==> src/hw/rtl/drtp_pkg.sv <==
// Package: types, constants and character classes of the RGB triplet parser.
package drtp_pkg;

  localparam int unsigned PREFIX_LEN = 2;

  localparam logic [7:0] CH_NUL   = 8'd0;
  localparam logic [7:0] CH_COMMA = 8'd44;
  localparam logic [7:0] CH_ZERO  = 8'd48;
  localparam logic [7:0] CH_NINE  = 8'd57;
  localparam logic [7:0] CH_SPACE = 8'd32;
  localparam logic [7:0] CH_TAB   = 8'd9;
  localparam logic [7:0] CH_CR    = 8'd13;

  localparam logic [9:0] COMP_MAX   = 10'd255;
  localparam logic [1:0] DIGITS_MAX = 2'd3;
  localparam logic [1:0] COMP_LAST  = 2'd2;

  typedef enum logic [2:0] {
    PH_PREFIX,
    PH_LEAD,
    PH_DIGITS,
    PH_SEP,
    PH_WS_SEEN,
    PH_COMMA,
    PH_TRAIL
  } phase_e;

  localparam phase_e PH_RESET = (PREFIX_LEN == 0) ? PH_LEAD : PH_PREFIX;

  typedef struct packed {
    phase_e     phase;
    logic [1:0] prefix_cnt;
    logic [1:0] digit_cnt;
    logic [9:0] accum;
    logic [1:0] comp_idx;
    logic [7:0] held_red;
    logic [7:0] held_green;
    logic       err;
  } state_t;

  localparam state_t STATE_RESET = '{
    phase:      PH_RESET,
    prefix_cnt: 2'd0,
    digit_cnt:  2'd0,
    accum:      10'd0,
    comp_idx:   2'd0,
    held_red:   8'd0,
    held_green: 8'd0,
    err:        1'b0
  };

  typedef struct packed {
    logic       status;
    logic [7:0] red;
    logic [7:0] green;
    logic [7:0] blue;
  } result_t;

  function automatic logic is_ws(input logic [7:0] c);
    return (c == CH_SPACE) || ((c >= CH_TAB) && (c <= CH_CR));
  endfunction

  function automatic logic is_dig(input logic [7:0] c);
    return (c >= CH_ZERO) && (c <= CH_NINE);
  endfunction

endpackage

==> src/hw/rtl/drtp_if.sv <==
// Interfaces: byte input channel and result output channel.
interface drtp_byte_if;
  logic       valid;
  logic       ready;
  logic [7:0] ch;

  modport source (output valid, output ch, input ready);
  modport sink   (input valid, input ch, output ready);
endinterface

interface drtp_result_if;
  logic       valid;
  logic       ready;
  logic       status;
  logic [7:0] red;
  logic [7:0] green;
  logic [7:0] blue;

  modport source (output valid, output status, output red, output green, output blue,
                  input ready);
  modport sink   (input valid, input status, input red, input green, input blue,
                  output ready);
endinterface

==> src/hw/rtl/drtp_core.sv <==
// Parser core: per-byte state update and result formation on NUL.
module drtp_core (
  input  logic             clk_i,
  input  logic             rst_ni,
  input  logic             step_i,
  input  logic [7:0]       ch_i,
  output logic             fire_o,
  output drtp_pkg::result_t res_o,
  output drtp_pkg::state_t  st_o
);
  import drtp_pkg::*;

  state_t st_q, st_d;

  // Close the current component with the given value.
  function automatic state_t finish(input state_t s, input logic [9:0] acc);
    state_t r;
    r = s;
    r.accum = acc;
    if (acc > COMP_MAX) begin
      r.err = 1'b1;
    end else begin
      if (s.comp_idx == 2'd0) r.held_red = acc[7:0];
      if (s.comp_idx == 2'd1) r.held_green = acc[7:0];
      r.digit_cnt = 2'd0;
      if (s.comp_idx >= COMP_LAST) begin
        r.phase = PH_TRAIL;
      end else begin
        r.comp_idx = s.comp_idx + 2'd1;
        r.accum = 10'd0;
        r.phase = PH_SEP;
      end
    end
    return r;
  endfunction

  function automatic state_t start(input state_t s, input logic [7:0] c);
    state_t r;
    r = s;
    r.phase = PH_DIGITS;
    r.digit_cnt = 2'd1;
    r.accum = {2'b00, c - CH_ZERO};
    return r;
  endfunction

  logic       ok;
  logic [9:0] acc_ext;
  logic [1:0] pfx_inc;
  state_t     fin;

  always_comb begin
    st_d    = st_q;
    ok      = !st_q.err;
    fire_o  = 1'b0;
    res_o   = '0;
    acc_ext = 10'(st_q.accum * 10'd10) + {2'b00, ch_i - CH_ZERO};
    pfx_inc = st_q.prefix_cnt + 2'd1;
    fin     = finish(st_q, st_q.accum);
    if (step_i && ch_i == CH_NUL) begin
      fire_o = 1'b1;
      if (ok) begin
        if (st_q.phase == PH_DIGITS && st_q.digit_cnt != 2'd0) begin
          if (st_q.comp_idx != COMP_LAST || st_q.accum > COMP_MAX) ok = 1'b0;
        end else if (st_q.phase != PH_TRAIL) begin
          ok = 1'b0;
        end
      end
      res_o.status = !ok;
      res_o.red    = ok ? st_q.held_red : 8'd0;
      res_o.green  = ok ? st_q.held_green : 8'd0;
      res_o.blue   = ok ? st_q.accum[7:0] : 8'd0;
      st_d = STATE_RESET;
    end else if (step_i && !st_q.err) begin
      unique case (st_q.phase)
        PH_PREFIX: begin
          st_d.prefix_cnt = pfx_inc;
          if (pfx_inc >= 2'(PREFIX_LEN)) st_d.phase = PH_LEAD;
        end
        PH_LEAD: begin
          if (is_dig(ch_i))      st_d = start(st_q, ch_i);
          else if (!is_ws(ch_i)) st_d.err = 1'b1;
        end
        PH_DIGITS: begin
          if (is_dig(ch_i)) begin
            st_d.accum = acc_ext;
            st_d.digit_cnt = st_q.digit_cnt + 2'd1;
            if (st_d.digit_cnt >= DIGITS_MAX) st_d = finish(st_d, acc_ext);
          end else if (st_q.digit_cnt == 2'd0 || fin.err) begin
            st_d.err = 1'b1;
          end else begin
            st_d = fin;
            if (fin.phase == PH_TRAIL) begin
              if (!is_ws(ch_i)) st_d.err = 1'b1;
            end else if (is_ws(ch_i)) begin
              st_d.phase = PH_WS_SEEN;
            end else if (ch_i == CH_COMMA) begin
              st_d.phase = PH_COMMA;
            end else begin
              st_d.err = 1'b1;
            end
          end
        end
        PH_SEP: begin
          if (is_ws(ch_i))            st_d.phase = PH_WS_SEEN;
          else if (ch_i == CH_COMMA)  st_d.phase = PH_COMMA;
          else if (is_dig(ch_i))      st_d = start(st_q, ch_i);
          else                        st_d.err = 1'b1;
        end
        PH_WS_SEEN: begin
          if (ch_i == CH_COMMA)  st_d.phase = PH_COMMA;
          else if (!is_ws(ch_i)) st_d.err = 1'b1;
        end
        PH_COMMA: begin
          if (is_dig(ch_i))      st_d = start(st_q, ch_i);
          else if (!is_ws(ch_i)) st_d.err = 1'b1;
        end
        PH_TRAIL: begin
          if (!is_ws(ch_i)) st_d.err = 1'b1;
        end
        default: st_d.err = 1'b1;
      endcase
    end
  end

  always_ff @(posedge clk_i or negedge rst_ni) begin
    if (!rst_ni) begin
      st_q <= STATE_RESET;
    end else begin
      st_q <= st_d;
    end
  end

  assign st_o = st_q;

endmodule

==> src/hw/rtl/drtp_out_reg.sv <==
// Result register: holds one finished triplet until the sink takes it.
module drtp_out_reg (
  input  logic              clk_i,
  input  logic              rst_ni,
  input  logic              load_i,
  input  drtp_pkg::result_t res_i,
  input  logic              ready_i,
  output logic              free_o,
  output logic              valid_o,
  output drtp_pkg::result_t res_o
);
  import drtp_pkg::*;

  logic    valid_q, valid_d;
  result_t res_q;

  assign free_o  = !valid_q || ready_i;
  assign valid_d = load_i || (valid_q && !ready_i);

  always_ff @(posedge clk_i or negedge rst_ni) begin
    if (!rst_ni) begin
      valid_q <= 1'b0;
    end else begin
      valid_q <= valid_d;
    end
  end

  always_ff @(posedge clk_i) begin
    if (load_i) begin
      res_q <= res_i;
    end
  end

  assign valid_o = valid_q;
  assign res_o   = res_q;

endmodule

==> src/hw/rtl/decimal_rgb_triplet_parser.sv <==
// Top level: decimal RGB triplet parser with input register and result register.
//
//   channel | dir | payload                   | transaction
//   in_i    | in  | ch[7:0]                   | one byte of the line, NUL ends it
//   out_o   | out | status, red, green, blue  | one result per NUL
//
// One byte per cycle is sustained while no NUL is held; the input register feeds the
// parser core, which loads the result register as a NUL leaves the input register. A
// NUL waits in the input register only while the result register is full and not
// taken; other bytes never wait there. Reset clears all control state and the parser
// returns to identifier skip; every NUL also returns it there.
module decimal_rgb_triplet_parser (
  input logic clk_i,
  input logic rst_ni,
  drtp_byte_if.sink     in_i,
  drtp_result_if.source out_o
);
  import drtp_pkg::*;

  logic       s1_valid_q, s1_valid_d;
  logic [7:0] s1_ch_q;
  logic       advance;
  logic       in_take;
  logic       out_free;
  logic       fire;
  result_t    res;
  result_t    out_res;
  state_t     st;

  // Advance a held byte unless it is a NUL facing a full result register.
  assign advance    = s1_valid_q && ((s1_ch_q != CH_NUL) || out_free);
  assign in_i.ready = !s1_valid_q || advance;
  assign in_take    = in_i.valid && in_i.ready;
  assign s1_valid_d = in_take || (s1_valid_q && !advance);

  always_ff @(posedge clk_i or negedge rst_ni) begin
    if (!rst_ni) begin
      s1_valid_q <= 1'b0;
    end else begin
      s1_valid_q <= s1_valid_d;
    end
  end

  always_ff @(posedge clk_i) begin
    if (in_take) begin
      s1_ch_q <= in_i.ch;
    end
  end

  drtp_core u_core (
    .clk_i  (clk_i),
    .rst_ni (rst_ni),
    .step_i (advance),
    .ch_i   (s1_ch_q),
    .fire_o (fire),
    .res_o  (res),
    .st_o   (st)
  );

  drtp_out_reg u_out (
    .clk_i   (clk_i),
    .rst_ni  (rst_ni),
    .load_i  (fire),
    .res_i   (res),
    .ready_i (out_o.ready),
    .free_o  (out_free),
    .valid_o (out_o.valid),
    .res_o   (out_res)
  );

  assign out_o.status = out_res.status;
  assign out_o.red    = out_res.red;
  assign out_o.green  = out_res.green;
  assign out_o.blue   = out_res.blue;

  // Error results carry zeroed components.
  a_err_zero: assert property (@(posedge clk_i) disable iff (!rst_ni)
    out_o.valid && out_o.status |-> out_o.red == 8'd0 && out_o.green == 8'd0
                                    && out_o.blue == 8'd0)
    else $error("error result with nonzero component");

  // A new result appears only after a NUL left the input register.
  a_res_src: assert property (@(posedge clk_i) disable iff (!rst_ni)
    fire |-> s1_valid_q && s1_ch_q == CH_NUL && out_free)
    else $error("result produced without NUL or into a full register");

  // A processed NUL returns the parser to its reset state.
  a_nul_reset: assert property (@(posedge clk_i) disable iff (!rst_ni)
    fire |=> st == STATE_RESET)
    else $error("parser state not cleared after NUL");

  // A loaded result stays until taken.
  a_res_hold: assert property (@(posedge clk_i) disable iff (!rst_ni)
    out_o.valid && !out_o.ready |=> out_o.valid && $stable(out_res))
    else $error("result lost while stalled");

endmodule
==> src/flat_wrapper.sv <==
// flat-port wrapper written by rule: the top's interface ports become plain ports
module decimal_rgb_triplet_parser_flat import drtp_pkg::*;
  (clk_i, rst_ni, in_i_valid, in_i_ch, in_i_ready, out_o_valid, out_o_status, out_o_red, out_o_green, out_o_blue, out_o_ready);
  drtp_byte_if in_i_i ();
  drtp_result_if out_o_i ();
  input logic clk_i;
  input logic rst_ni;
  input wire logic [$bits(in_i_i.valid)-1:0] in_i_valid;
  input wire logic [$bits(in_i_i.ch)-1:0] in_i_ch;
  output wire logic [$bits(in_i_i.ready)-1:0] in_i_ready;
  output wire logic [$bits(out_o_i.valid)-1:0] out_o_valid;
  output wire logic [$bits(out_o_i.status)-1:0] out_o_status;
  output wire logic [$bits(out_o_i.red)-1:0] out_o_red;
  output wire logic [$bits(out_o_i.green)-1:0] out_o_green;
  output wire logic [$bits(out_o_i.blue)-1:0] out_o_blue;
  input wire logic [$bits(out_o_i.ready)-1:0] out_o_ready;
  assign in_i_i.valid = in_i_valid;
  assign in_i_i.ch = in_i_ch;
  assign in_i_ready = in_i_i.ready;
  assign out_o_valid = out_o_i.valid;
  assign out_o_status = out_o_i.status;
  assign out_o_red = out_o_i.red;
  assign out_o_green = out_o_i.green;
  assign out_o_blue = out_o_i.blue;
  assign out_o_i.ready = out_o_ready;
  decimal_rgb_triplet_parser u_core (.clk_i(clk_i), .rst_ni(rst_ni), .in_i(in_i_i), .out_o(out_o_i));
endmodule
==> config.mk <==
export PLATFORM = sky130hd
export DESIGN_NAME = decimal_rgb_triplet_parser_flat
export DESIGN_NICKNAME = d
export VERILOG_FILES = /design/src/hw/rtl/drtp_pkg.sv /design/src/hw/rtl/drtp_if.sv /design/src/hw/rtl/drtp_core.sv /design/src/hw/rtl/drtp_out_reg.sv /design/src/hw/rtl/decimal_rgb_triplet_parser.sv /design/src/flat_wrapper.sv
export SDC_FILE = /design/constraint.sdc
export NUM_CORES = 1
export LEC_CHECK = 0
export ABC_AREA = 0
export BUFFER_PORTS_ARGS = -buffer_cell sky130_fd_sc_hd__buf_2
export CAP_MARGIN = 20
export CELL_PAD_IN_SITES_DETAIL_PLACEMENT = 1
export CELL_PAD_IN_SITES_GLOBAL_PLACEMENT = 2
export CORE_MARGIN = 3
export CORE_UTILIZATION = 39
export DETAILED_ROUTE_END_ITERATION = 6
export PLACE_DENSITY_LB_ADDON = 0.1
export SYNTH_ARGS = -nofsm -noshare
export SYNTH_HDL_FRONTEND = slang
export SYNTH_SLANG_ARGS = --single-unit
==> constraint.sdc <==
create_clock -name clk_i -period 5.5 [get_ports clk_i]
set_clock_uncertainty 0.2 [all_clocks]
set_input_delay 0.55 -clock clk_i [delete_from_list [all_inputs] [get_ports clk_i]]
set_output_delay 0.55 -clock clk_i [all_outputs]
set_load 0.01 [all_outputs]
==> impl_metrics.py, run 1 <==
metrics = {
    "power": {
        "finalPower_mw": 1.84,
        "irDropWorstVdd_mv": 0.155,
        "power.density_mw_per_mm2": 385,
        "power.leakage_nw": 2.12,
    },
    "timing": {
        "fin_crit_ps": 4530,
        "hold_viol_final": 0,
        "rsz0062_at_grt": "false",
        "max_freq_mhz": 221,
        "worst_slew_pin_slew_ps": 1060,
        "maxSlewViolCount": 0,
        "relSlewSlack": 0.290,
        "tns_ps": 0,
        "final-setup-viol-count": 0,
        "fin_crit_sh": 0.824,
    },
    "routing": {
        "dr.pass1.iters": 4,
        "vias_per_cell": 5.67,
        "drc": 0,
        "vias": 3307,
        "wire_per_inst_um": 19.1,
        "drt-total-wl_mm": 11.1,
        "drt_iter0_drc": 166,
        "drt.antenna.violating_nets": 0,
    },
    "layout": {
        "diodes": 0,
        "syn_to_final_growth_pct": 12.2,
        "final_layout_size_suffix_gt1_frac": 0.163,
        "n_fill_cell": 1206,
        "final_cell_area_mm2": 0.00479,
        "num-nets-final": 484,
        "stdcell_count": 583,
    },
    "yosys": {
        "synth_top_area_frac": 0.232,
        "yosys-top-cells-area": "edfxtp_1 23%, dfrtp_1 22%, ha_1 8.2%",
        "yosys-top-cells-count": "38 x dfrtp_1, 33 x edfxtp_1, 28 x ha_1, 28 x nand2_1, 26 x and2_1",
        "synth_top_area_cell": "edfxtp_1",
        "synth_cell_types": 69,
        "yosysWarnings": 0,
        "synth_seq_cells": 71,
        "synth_edf_count": 33,
        "synth.yosys.seq_area_share": 0.455,
        "synth_area_mm2": 0.00427,
        "ys_dominant_reg_cell": "dfrtp_1",
        "syn_inst": 403,
        "syn_nets": 445,
        "synth_most_common_cell": "dfrtp_1",
        "async_flop_share": 0.535,
        "synth_area_per_cell_um2": 10.6,
    },
    "worst_setup_path": {
        "cp_data_arrival_time_ps": 4630,
        "timing.critical_path.to_type": "register",
        "r2r_setup_slack_ps": 970,
        "cp-start-kind": "register",
        "worst_ep_required_time_ps": 5600,
        "r2r_cells": 12,
        "critPathKind": "register to register",
        "critPathMaxFanout": 7,
    },
    "clock_network": {
        "post-cts-setup-buffer-count": 0,
        "cts_num_sinks": 71,
        "clk_pin_slew_ps": 90,
        "clockRootBuffer": "clkbuf_8",
        "cts_tree": "built",
        "ctsResizeCount": 0,
        "h-tree-depth": 3,
        "numCtsBuffers": 9,
        "clockBufferDepth": 2,
        "postCtsHoldBufs": 0,
        "clkLatencyLatePin_ps": 350,
    },
    "global_routing": {
        "grt_pass1_wl_mm": 19.0,
        "grt_pass1_vias": 3609,
        "antenna_found_initial": 0,
        "grt_use_total": 0.191,
        "gr-total-overflow": 0,
        "grt_max_degree": 39,
    },
    "floorplan": {
        "initial_core_util": 0.408,
        "die_h_um": 111,
        "die_area_mm2": 0.0122,
        "io_pins": 39,
        "die-width_um": 111,
        "row_count": 37,
        "core_area_mm2": 0.0105,
    },
    "placement": {
        "place.gp.congestion": 0.836,
        "postPlaceCellArea_mm2": 0.00459,
        "dp_cells": 567,
        "dp_hpwl_mm": 8.32,
        "port-buffer-count": 38,
    },
    "worst_hold_path": {
        "min_path_type": "input pin to asynchronous set/reset pin",
    },
    "status": {
        "status": "complete, no violations",
    },
    "job": {
        "drv_cap": 0,
    },
}
==> critical path: stages (launching register included) <==
cell and delay, ps:
dfrtp_1 460, ha_1 350, ha_1 220, fa_1 400, xor2_1 180, ha_1 260, or4_1 520, o22ai_1 170
xor2_1 320, nand2_1 190, or2_0 400, o31ai_1 580, o22a_2 210
==> cell type report <==
class | instances | area, um2 | share of cell area
clock buffer | 9 | 124 | 0.0259
clock inverter | 7 | 78.8 | 0.0165
inverter | 15 | 56.3 | 0.0118
multi-input combinational | 305 | 2210 | 0.462
sequential | 71 | 1940 | 0.405
tap | 136 | 170 | 0.0355
timing repair buffer | 40 | 205 | 0.0428
==> cells by family after synthesis <==
kind of cell | Yosys count | share of synthesized area
mux | 5 | 0.0123
xor+xnor | 13 | 0.0284
flops | 71 | 0.455
simple gates | 125 | 0.164
fa+ha+maj | 30 | 0.0914
buf+inv | 27 | 0.0264
compound gates | 132 | 0.222
==> where the power goes <==
part / total [mW] / internal, mW / switching [mW]
Combinational: 0.642 / 0.259 / 0.382
Sequential: 0.761 / 0.647 / 0.114
Clock: 0.441 / 0.214 / 0.227
==> layer usage <==
metal / global-route usage / share of wire / up-vias
li1: - / - / 1590
met4: 0.0468 / 0.013 / 0
met5: 0 / 0 / -
met3: 0.0351 / 0.033 / 10
met2: 0.317 / 0.47 / 63
met1: 0.258 / 0.48 / 1644
==> flip-flops by register name (all words and copies together), names as in the netlist <==
| signal | count |
|---|---|
| u_core.u_core.st_o | 36 |
| u_core.u_out.res_o | 25 |
| u_core.s1_ch_q | 8 |
| u_core.s1_valid_q | 1 |
| u_core.u_out.valid_o | 1 |
==> placed cells by master (no fill, tap or decap), drive strengths merged, types with 3 or more instances in the layout <==
master and n:
xor2 6, clkinvlp 3, o31a 3, a21o 6, o22ai 5, dfrtp 38, nor2 19, mux2i 3
a21oi 26, nand3 12, xnor2 7, a2bb2oi 7, o21ai 24, nand2 28, inv 18, o22a 11
o21a 5, nor3 9, clkbuf 9, nor2b 5, o211ai 3, nand2b 6, a211oi 7, ha 28
o211a 3, buf 40, a22oi 7, o31ai 8, and2 26, a221oi 3, edfxtp 33, and3 4
or2 3
==> worst paths after layout <==
check,endpoint,from
min in group clk_i,u_core.s1_ch_q[4]$_DFFE_PP_,in_i_ch[4]
worst min-delay path,u_core.u_core.st_o[4]$_DFFE_PN0P_,rst_ni
worst min register to register,u_core.u_core.st_o[12]$_DFFE_PN0P_,u_core.u_core.st_o[12]$_DFFE_PN0P_
worst max register to register,u_core.u_core.st_o[4]$_DFFE_PN0P_,u_core.u_core.st_o[20]$_DFFE_PN0P_
max in group asynchronous,u_core.u_core.st_o[13]$_DFFE_PN0P_,rst_ni
worst max-delay path,u_core.u_core.st_o[4]$_DFFE_PN0P_,u_core.u_core.st_o[20]$_DFFE_PN0P_
==> through the flow <==
step / worst slack [ps] / util / hold WS, ps
2_1_floorplan: 1650 / - / 54.4
3_3_place_gp: 1070 / 0.439 / 284
3_5_place_dp: 993 / 0.439 / 291
4_1_cts: 956 / 0.458 / 152
5_1_grt: 651 / 0.458 / 146
6_report: 968 / 0.458 / 138
No activity file was read; power rests on OpenSTA's default activity.
==> run 2: changes to the inputs <==
Settings changed: ABC_AREA 0 to 1, CORE_UTILIZATION 39 to 32.
Clock period 5.5 ns to 3.75 ns, I/O delays scaled along.
==> run 2 against run 1 <==
  * The flow now finishes with violations (negative hold slack)
  * Largest cell class unchanged
  * Die area up 30%
  * Count of clock-buffer cells in the layout did not move
  * Synthesized cell count is 47% higher
==> impl_metrics.py, run 2 <==
metrics = {
    "status": {
        "status": "finished with violations",
        "violations": "negative hold slack",
    },
    "yosys": {
        "yosys-top-cells-count": "181 x nand2_1, 77 x inv_1, 68 x nor2_1",
        "syn_inst": 591,
        "yosys-top-cells-area": "edfxtp_1 22%, dfrtp_1 21%, nand2_1 15%",
        "synth_compound_area_frac": 0.0718,
        "synth_seq_cells": 71,
        "synth_most_common_cell": "nand2_1",
        "async_flop_share": 0.535,
        "synth.yosys.seq_area_share": 0.422,
        "synth_xor_area_frac": 0.0261,
        "yosys.area_share.simple": 0.313,
        "synth_edf_count": 33,
        "yosysWarnings": 0,
        "synth_area_per_cell_um2": 7.79,
        "synth_adder_area_share": 0.0848,
        "syn_nets": 633,
        "synth_mux_area_frac": 0.00218,
        "synth_top_family_by_area": "simple AND/OR/NAND/NOR gates",
        "synth_top_area_frac": 0.215,
        "ys_dominant_reg_cell": "dfrtp_1",
        "synth_area_mm2": 0.00460,
        "synth_cell_types": 42,
        "synth_top_area_cell": "edfxtp_1",
    },
    "routing": {
        "vias": 3980,
        "wire_per_inst_um": 15.7,
        "drt_iter0_drc": 202,
        "wl_met1_mm": 6.33,
        "dr.pass1.iters": 4,
        "drc": 0,
        "drt.antenna.violating_nets": 0,
        "vias_per_cell": 4.76,
        "drt-total-wl_mm": 13.2,
        "dr_wl_met2_mm": 6.17,
        "met3_length_um": 392,
        "top_layer": "met4",
    },
    "power": {
        "pwr-share-clk": 0.243,
        "power.leakage_nw": 2.53,
        "irDropWorstVdd_mv": 0.253,
        "sw_frac_of_total": 0.430,
        "combinationalPowerShare": 0.452,
        "switching_power_mw": 1.46,
        "finalPower_mw": 3.38,
        "p_int_mw": 1.93,
        "pwr-share-seq": 0.306,
        "power.density_mw_per_mm2": 611,
    },
    "clock_network": {
        "clockRootBuffer": "clkbuf_16",
        "cts_tree": "built",
        "clk_pin_slew_ps": 60,
        "clockBufferDepth": 2,
        "numCtsBuffers": 9,
        "h-tree-depth": 3,
        "cts_num_sinks": 71,
        "clkLatencyLatePin_ps": 350,
    },
    "layout": {
        "num-nets-final": 693,
        "final_cell_area_mm2": 0.00554,
        "final_layout_size_suffix_gt1_frac": 0.191,
        "diodes": 0,
        "syn_to_final_growth_pct": 20.4,
        "largest_reg_flops": 36,
        "layout_common_cells": "179 x nand2_1, 77 x inv_1, 68 x nor2_1, 38 x buf_2, 37 x dfrtp_1",
        "final_common_cell": "nand2_1",
    },
    "global_routing": {
        "gr-total-overflow": 0,
        "grt_pass1_wl_mm": 21.9,
        "grt_max_degree": 39,
        "grt_pass1_vias": 4205,
        "antenna_found_initial": 0,
        "grt_use_total": 0.174,
    },
    "worst_setup_path": {
        "r2r_cells": 18,
        "r2r_setup_slack_ps": 260,
        "cp_data_arrival_time_ps": 3480,
        "r2r_start": "u_core.u_core.st_o[22]$_DFFE_PN0P_",
        "critPathMaxFanout": 11,
        "timing.critical_path.to_type": "register",
        "critPathKind": "register to register",
        "worst_ep_required_time_ps": 3750,
        "r2r_end": "u_core.u_core.st_o[25]$_DFFE_PN0P_",
        "cp-start-kind": "register",
    },
    "timing": {
        "worst_slew_pin_slew_ps": 955,
        "fin_crit_sh": 0.929,
        "fin_ws_ps": 265,
        "final-setup-viol-count": 0,
        "tns_ps": 0,
        "relSlewSlack": 0.363,
        "hold_ws_ps": -16.0,
        "hold_viol_final": 31,
        "maxSlewViolCount": 0,
        "max_freq_mhz": 287,
        "fin_crit_ps": 3490,
        "rsz0062_at_grt": "false",
    },
    "floorplan": {
        "initial_core_util": 0.329,
        "die-width_um": 126,
        "die_area_mm2": 0.0159,
        "die_h_um": 126,
        "row_count": 43,
        "core_area_mm2": 0.0140,
        "io_pins": 39,
    },
    "placement": {
        "postPlaceCellArea_mm2": 0.00504,
        "port-buffer-count": 38,
        "place.gp.congestion": 0.864,
        "pre_cts_ws_ps": 54.4,
        "dp_hpwl_mm": 10.0,
    },
    "worst_hold_path": {
        "min_path_type": "input pin to asynchronous set/reset pin",
    },
    "job": {
        "drv_cap": 0,
    },
}
-- run 2: cell count changes after synthesis, sizes merged, moves of 9 or more --
cell	before	now
inv	15	82
nand2	28	190
and2	26	1
nand4	0	9
nor2	19	78
o22a	11	0
nand3	12	42
-- run 2: final cells by class --
class | instances | area (um2)
tap | 180 | 225
clock buffer | 9 | 225
clock inverter | 7 | 57.6
fill | 1716 | 8450
sequential | 71 | 1940
inverter | 83 | 312
multi-input combinational | 426 | 2390
timing repair buffer | 60 | 383
-- run 2: power groups by stage --
stage	Clock (mW)	Combinational, mW	Sequential, mW
floorplan	0	1.03	1.01
global placement	0	1.40	1.04
detailed placement	0	1.43	1.04
CTS	0.846	1.44	1.03
global route	0.881	1.75	1.05
finish	0.821	1.53	1.03
-- run 2: cells by family after synthesis --
family | Yosys count
AOI/OAI and AO/OA | 56
xor gates and xnor gates | 12
adders and majority gates | 30
buffers and inverters | 94
DFF | 71
muxes | 1
and+or+nand+nor | 327
-- run 2: timing repair --
item                                   CTS  global route
setup endpoints to repair                0            30
resized for setup                        0            21
endpoints found under the hold margin    8             0
buffers inserted                         0             3
hold buffers                             8             0
-- run 2: worst max-delay path, stage by stage (launching register included) --
cell and delay [ps]:
dfrtp_2 450, ha_1 310, ha_1 350, nand2_1 90
nand2_1 90, a21oi_2 130, xor2_1 150, inv_1 80
ha_4 290, nand2_2 60, nor3_2 110, nand2_1 80
nand3_1 110, xnor2_2 170, buf_6 190, nand4_4 160
buf_4 180, nand2_1 50, o21ai_0 80
-- run 2: per-layer routing --
layer	vias to the layer above	global-route usage
met5	-	0
met4	0	0.0587
met3	16	0.0297
met2	54	0.281
met1	1907	0.237
li1	2003	-
-- run 2: worst max-delay path by stage --
stage          slack [ps]  depth (start not counted)                                 end                               start
5_1_grt                10                         19  u_core.u_core.st_o[25]$_DFFE_PN0P_  u_core.u_core.st_o[21]$_DFFE_PN0P_
3_5_place_dp           50                         19  u_core.u_core.st_o[24]$_DFFE_PN0P_  u_core.u_core.st_o[22]$_DFFE_PN0P_
3_3_place_gp          150                         19  u_core.u_core.st_o[20]$_DFFE_PN0P_  u_core.u_core.st_o[22]$_DFFE_PN0P_
6_report              260                         18  u_core.u_core.st_o[25]$_DFFE_PN0P_  u_core.u_core.st_o[22]$_DFFE_PN0P_
2_1_floorplan         470                         18   u_core.u_core.st_o[1]$_DFFE_PN0P_  u_core.u_core.st_o[20]$_DFFE_PN0P_
4_1_cts                30                         19  u_core.u_core.st_o[22]$_DFFE_PN0P_  u_core.u_core.st_o[22]$_DFFE_PN0P_
-- run 2: through the flow --
step	util	std cells	hold slack (ps)
floorplan	-	591	-121
global placement	0.361	809	258
detailed placement	0.361	809	270
CTS	0.386	833	13.6
global route	0.396	836	38.9
finish	0.396	836	-16.0
==> run 3: changes to the inputs <==
Settings changed: HOLD_SLACK_MARGIN set to 0.03.
==> run 3 against run 2 <==
  * The flow now finishes without violations
  * Power grew 0.24%
  * Via count rose by 0.60%
  * Critical path depth rose by 2
  * Sequential cell count unchanged
  * Die area unchanged
  * First-iteration DRC count decreased by 5.0%
  * Register-to-register slack about the same
  * Critical endpoint is now u_core.u_core.st_o[22]$_DFFE_PN0P_
==> impl_metrics.py, run 3 (synthesized netlist as in run 2, its figures left out) <==
metrics = {
    "floorplan": {
        "initial_core_util": 0.329,
        "row_count": 43,
        "die_h_um": 126,
        "core_area_mm2": 0.0140,
        "die-width_um": 126,
        "io_pins": 39,
        "die_area_mm2": 0.0159,
    },
    "clock_network": {
        "cts_tree": "built",
        "h-tree-depth": 3,
        "numCtsBuffers": 9,
        "clockBufferDepth": 2,
        "clockRootBuffer": "clkbuf_16",
        "cts_num_sinks": 71,
        "clkLatencyLatePin_ps": 350,
        "clk_pin_slew_ps": 60,
    },
    "timing": {
        "tns_ps": 0,
        "hold_viol_final": 0,
        "worst_slew_pin_slew_ps": 950,
        "final-setup-viol-count": 0,
        "fin_ws_ps": 260,
        "relSlewSlack": 0.367,
        "fin_crit_ps": 3490,
        "max_freq_mhz": 287,
        "rsz0062_at_grt": "false",
        "maxSlewViolCount": 0,
        "fin_crit_sh": 0.931,
    },
    "job": {
        "drv_cap": 0,
    },
    "worst_setup_path": {
        "timing.critical_path.to_type": "register",
        "path_cells": "ha_4 -> ha_1 -> fa_2 -> xor2_1 -> ha_1 -> nand2_1 -> inv_1 -> nand2_1 -> nand3_2 -> nand2_1 -> nand2_1 -> nand2_1 -> nand2_1 -> nand2_2 -> buf_4 -> nand4_4 -> nand2_1 -> nand2_1 -> nand2_1 -> nand2_1",
        "cp_common_cell": "nand2_1",
        "r2r_cells": 20,
        "cp_top_family": "simple AND/OR/NAND/NOR gates",
        "path_depth": 20,
        "critPathKind": "register to register",
        "slowest_delay_ps": 450,
        "cp-start-kind": "register",
        "cp_data_arrival_time_ps": 3520,
        "cp.buffers_inverters": 2,
        "critPathMaxFanout": 10,
        "crit_path_top_delay_cell": "dfrtp_2",
        "worst_ep_required_time_ps": 3780,
    },
    "worst_hold_path": {
        "min_path_type": "input pin to register",
        "whs_path_depth": 4,
    },
    "global_routing": {
        "gr-total-overflow": 0,
        "grt_use_total": 0.174,
        "grt_max_degree": 39,
        "grt_pass1_wl_mm": 21.9,
        "grt_pass1_vias": 4213,
        "antenna_found_initial": 0,
    },
    "routing": {
        "vias": 4004,
        "drt-total-wl_mm": 13.2,
        "drt_iter0_drc": 192,
        "dr.pass1.iters": 4,
        "wire_per_inst_um": 15.8,
        "drc": 0,
        "drt.antenna.violating_nets": 0,
        "vias_per_cell": 4.78,
    },
    "layout": {
        "syn_to_final_growth_pct": 20.8,
        "final_common_cell": "nand2_1",
        "final_layout_size_suffix_gt1_frac": 0.190,
        "largest_reg_flops": 36,
        "diodes": 0,
        "stdcell_count": 838,
        "num-nets-final": 695,
        "final_cell_area_mm2": 0.00556,
        "layout_common_cells": "179 x nand2_1, 77 x inv_1, 68 x nor2_1, 38 x buf_2, 37 x dfrtp_1",
    },
    "placement": {
        "dp_hpwl_mm": 10.0,
        "postPlaceCellArea_mm2": 0.00504,
        "place.gp.congestion": 0.864,
        "port-buffer-count": 38,
        "dp_cells": 809,
        "pre_cts_ws_ps": 54.4,
    },
    "power": {
        "power.leakage_nw": 2.54,
        "power.density_mw_per_mm2": 610,
        "finalPower_mw": 3.39,
        "irDropWorstVdd_mv": 0.253,
    },
    "status": {
        "status": "complete, no violations",
    },
}
-- run 3: cell count changes in the layout (fill, tap and decap cells not counted), sizes merged --
cell / before / now
dlygate4sd3: 8 / 10
-- run 3: worst min-delay path, stage by stage --
cell and delay [ps]:
buf_2 80, inv_1 50, nand2_1 90, nand2_1 60
-- run 3: repair_timing --
| item | 4_1_cts | 5_1_grt |
|---|---|---|
| gates resized for setup | 0 | 21 |
| setup endpoints to repair | 0 | 30 |
| setup buffers | 0 | 3 |
| hold buffers | 10 | 0 |
| hold endpoints to repair | 47 | 0 |
-- run 3: area by class of cell --
type	count	area, um2
repair buffers	62	403
clock buffers	9	225
inverters	83	312
well taps	180	225
fillers	1713	8430
clock inverters	7	57.6
multi-input cells	426	2390
flip-flops and latches	71	1940
-- run 3: metal layers --
metal	part of all wire	track usage	wire length, um	vias up
li1	-	-	-	2006
met1	0.48	0.237	6400	1922
met2	0.47	0.282	6170	60
met3	0.028	0.0293	372	16
met4	0.020	0.0587	261	0
met5	0	0	0	-
-- run 3: final timing paths --
check	from	slack (ps)	end
max in group asynchronous	rst_ni	2170	u_core.u_core.st_o[22]$_DFFE_PN0P_
min in group asynchronous	rst_ni	530	u_core.u_core.st_o[0]$_DFFE_PN0P_
worst min register to register	u_core.u_core.st_o[5]$_DFFE_PN0P_	280	u_core.u_core.st_o[5]$_DFFE_PN0P_
worst max-delay path	u_core.u_core.st_o[22]$_DFFE_PN0P_	260	u_core.u_core.st_o[22]$_DFFE_PN0P_
worst max register to register	u_core.u_core.st_o[22]$_DFFE_PN0P_	260	u_core.u_core.st_o[22]$_DFFE_PN0P_
worst min-delay path	out_o_ready	150	u_core.u_out.valid_o$_DFF_PN0_
-- run 3: report_power, final --
part | switching (mW) | internal, mW | leakage, nW
sequential | 0.111 | 0.924 | 0.768
clock | 0.366 | 0.455 | 0.134
combinational | 0.986 | 0.550 | 1.64
-- run 3: through the flow --
step	hold WS [ps]	utilization
2_1_floorplan	-121	-
3_3_place_gp	258	0.361
3_5_place_dp	270	0.361
4_1_cts	133	0.388
5_1_grt	183	0.397
6_report	146	0.397
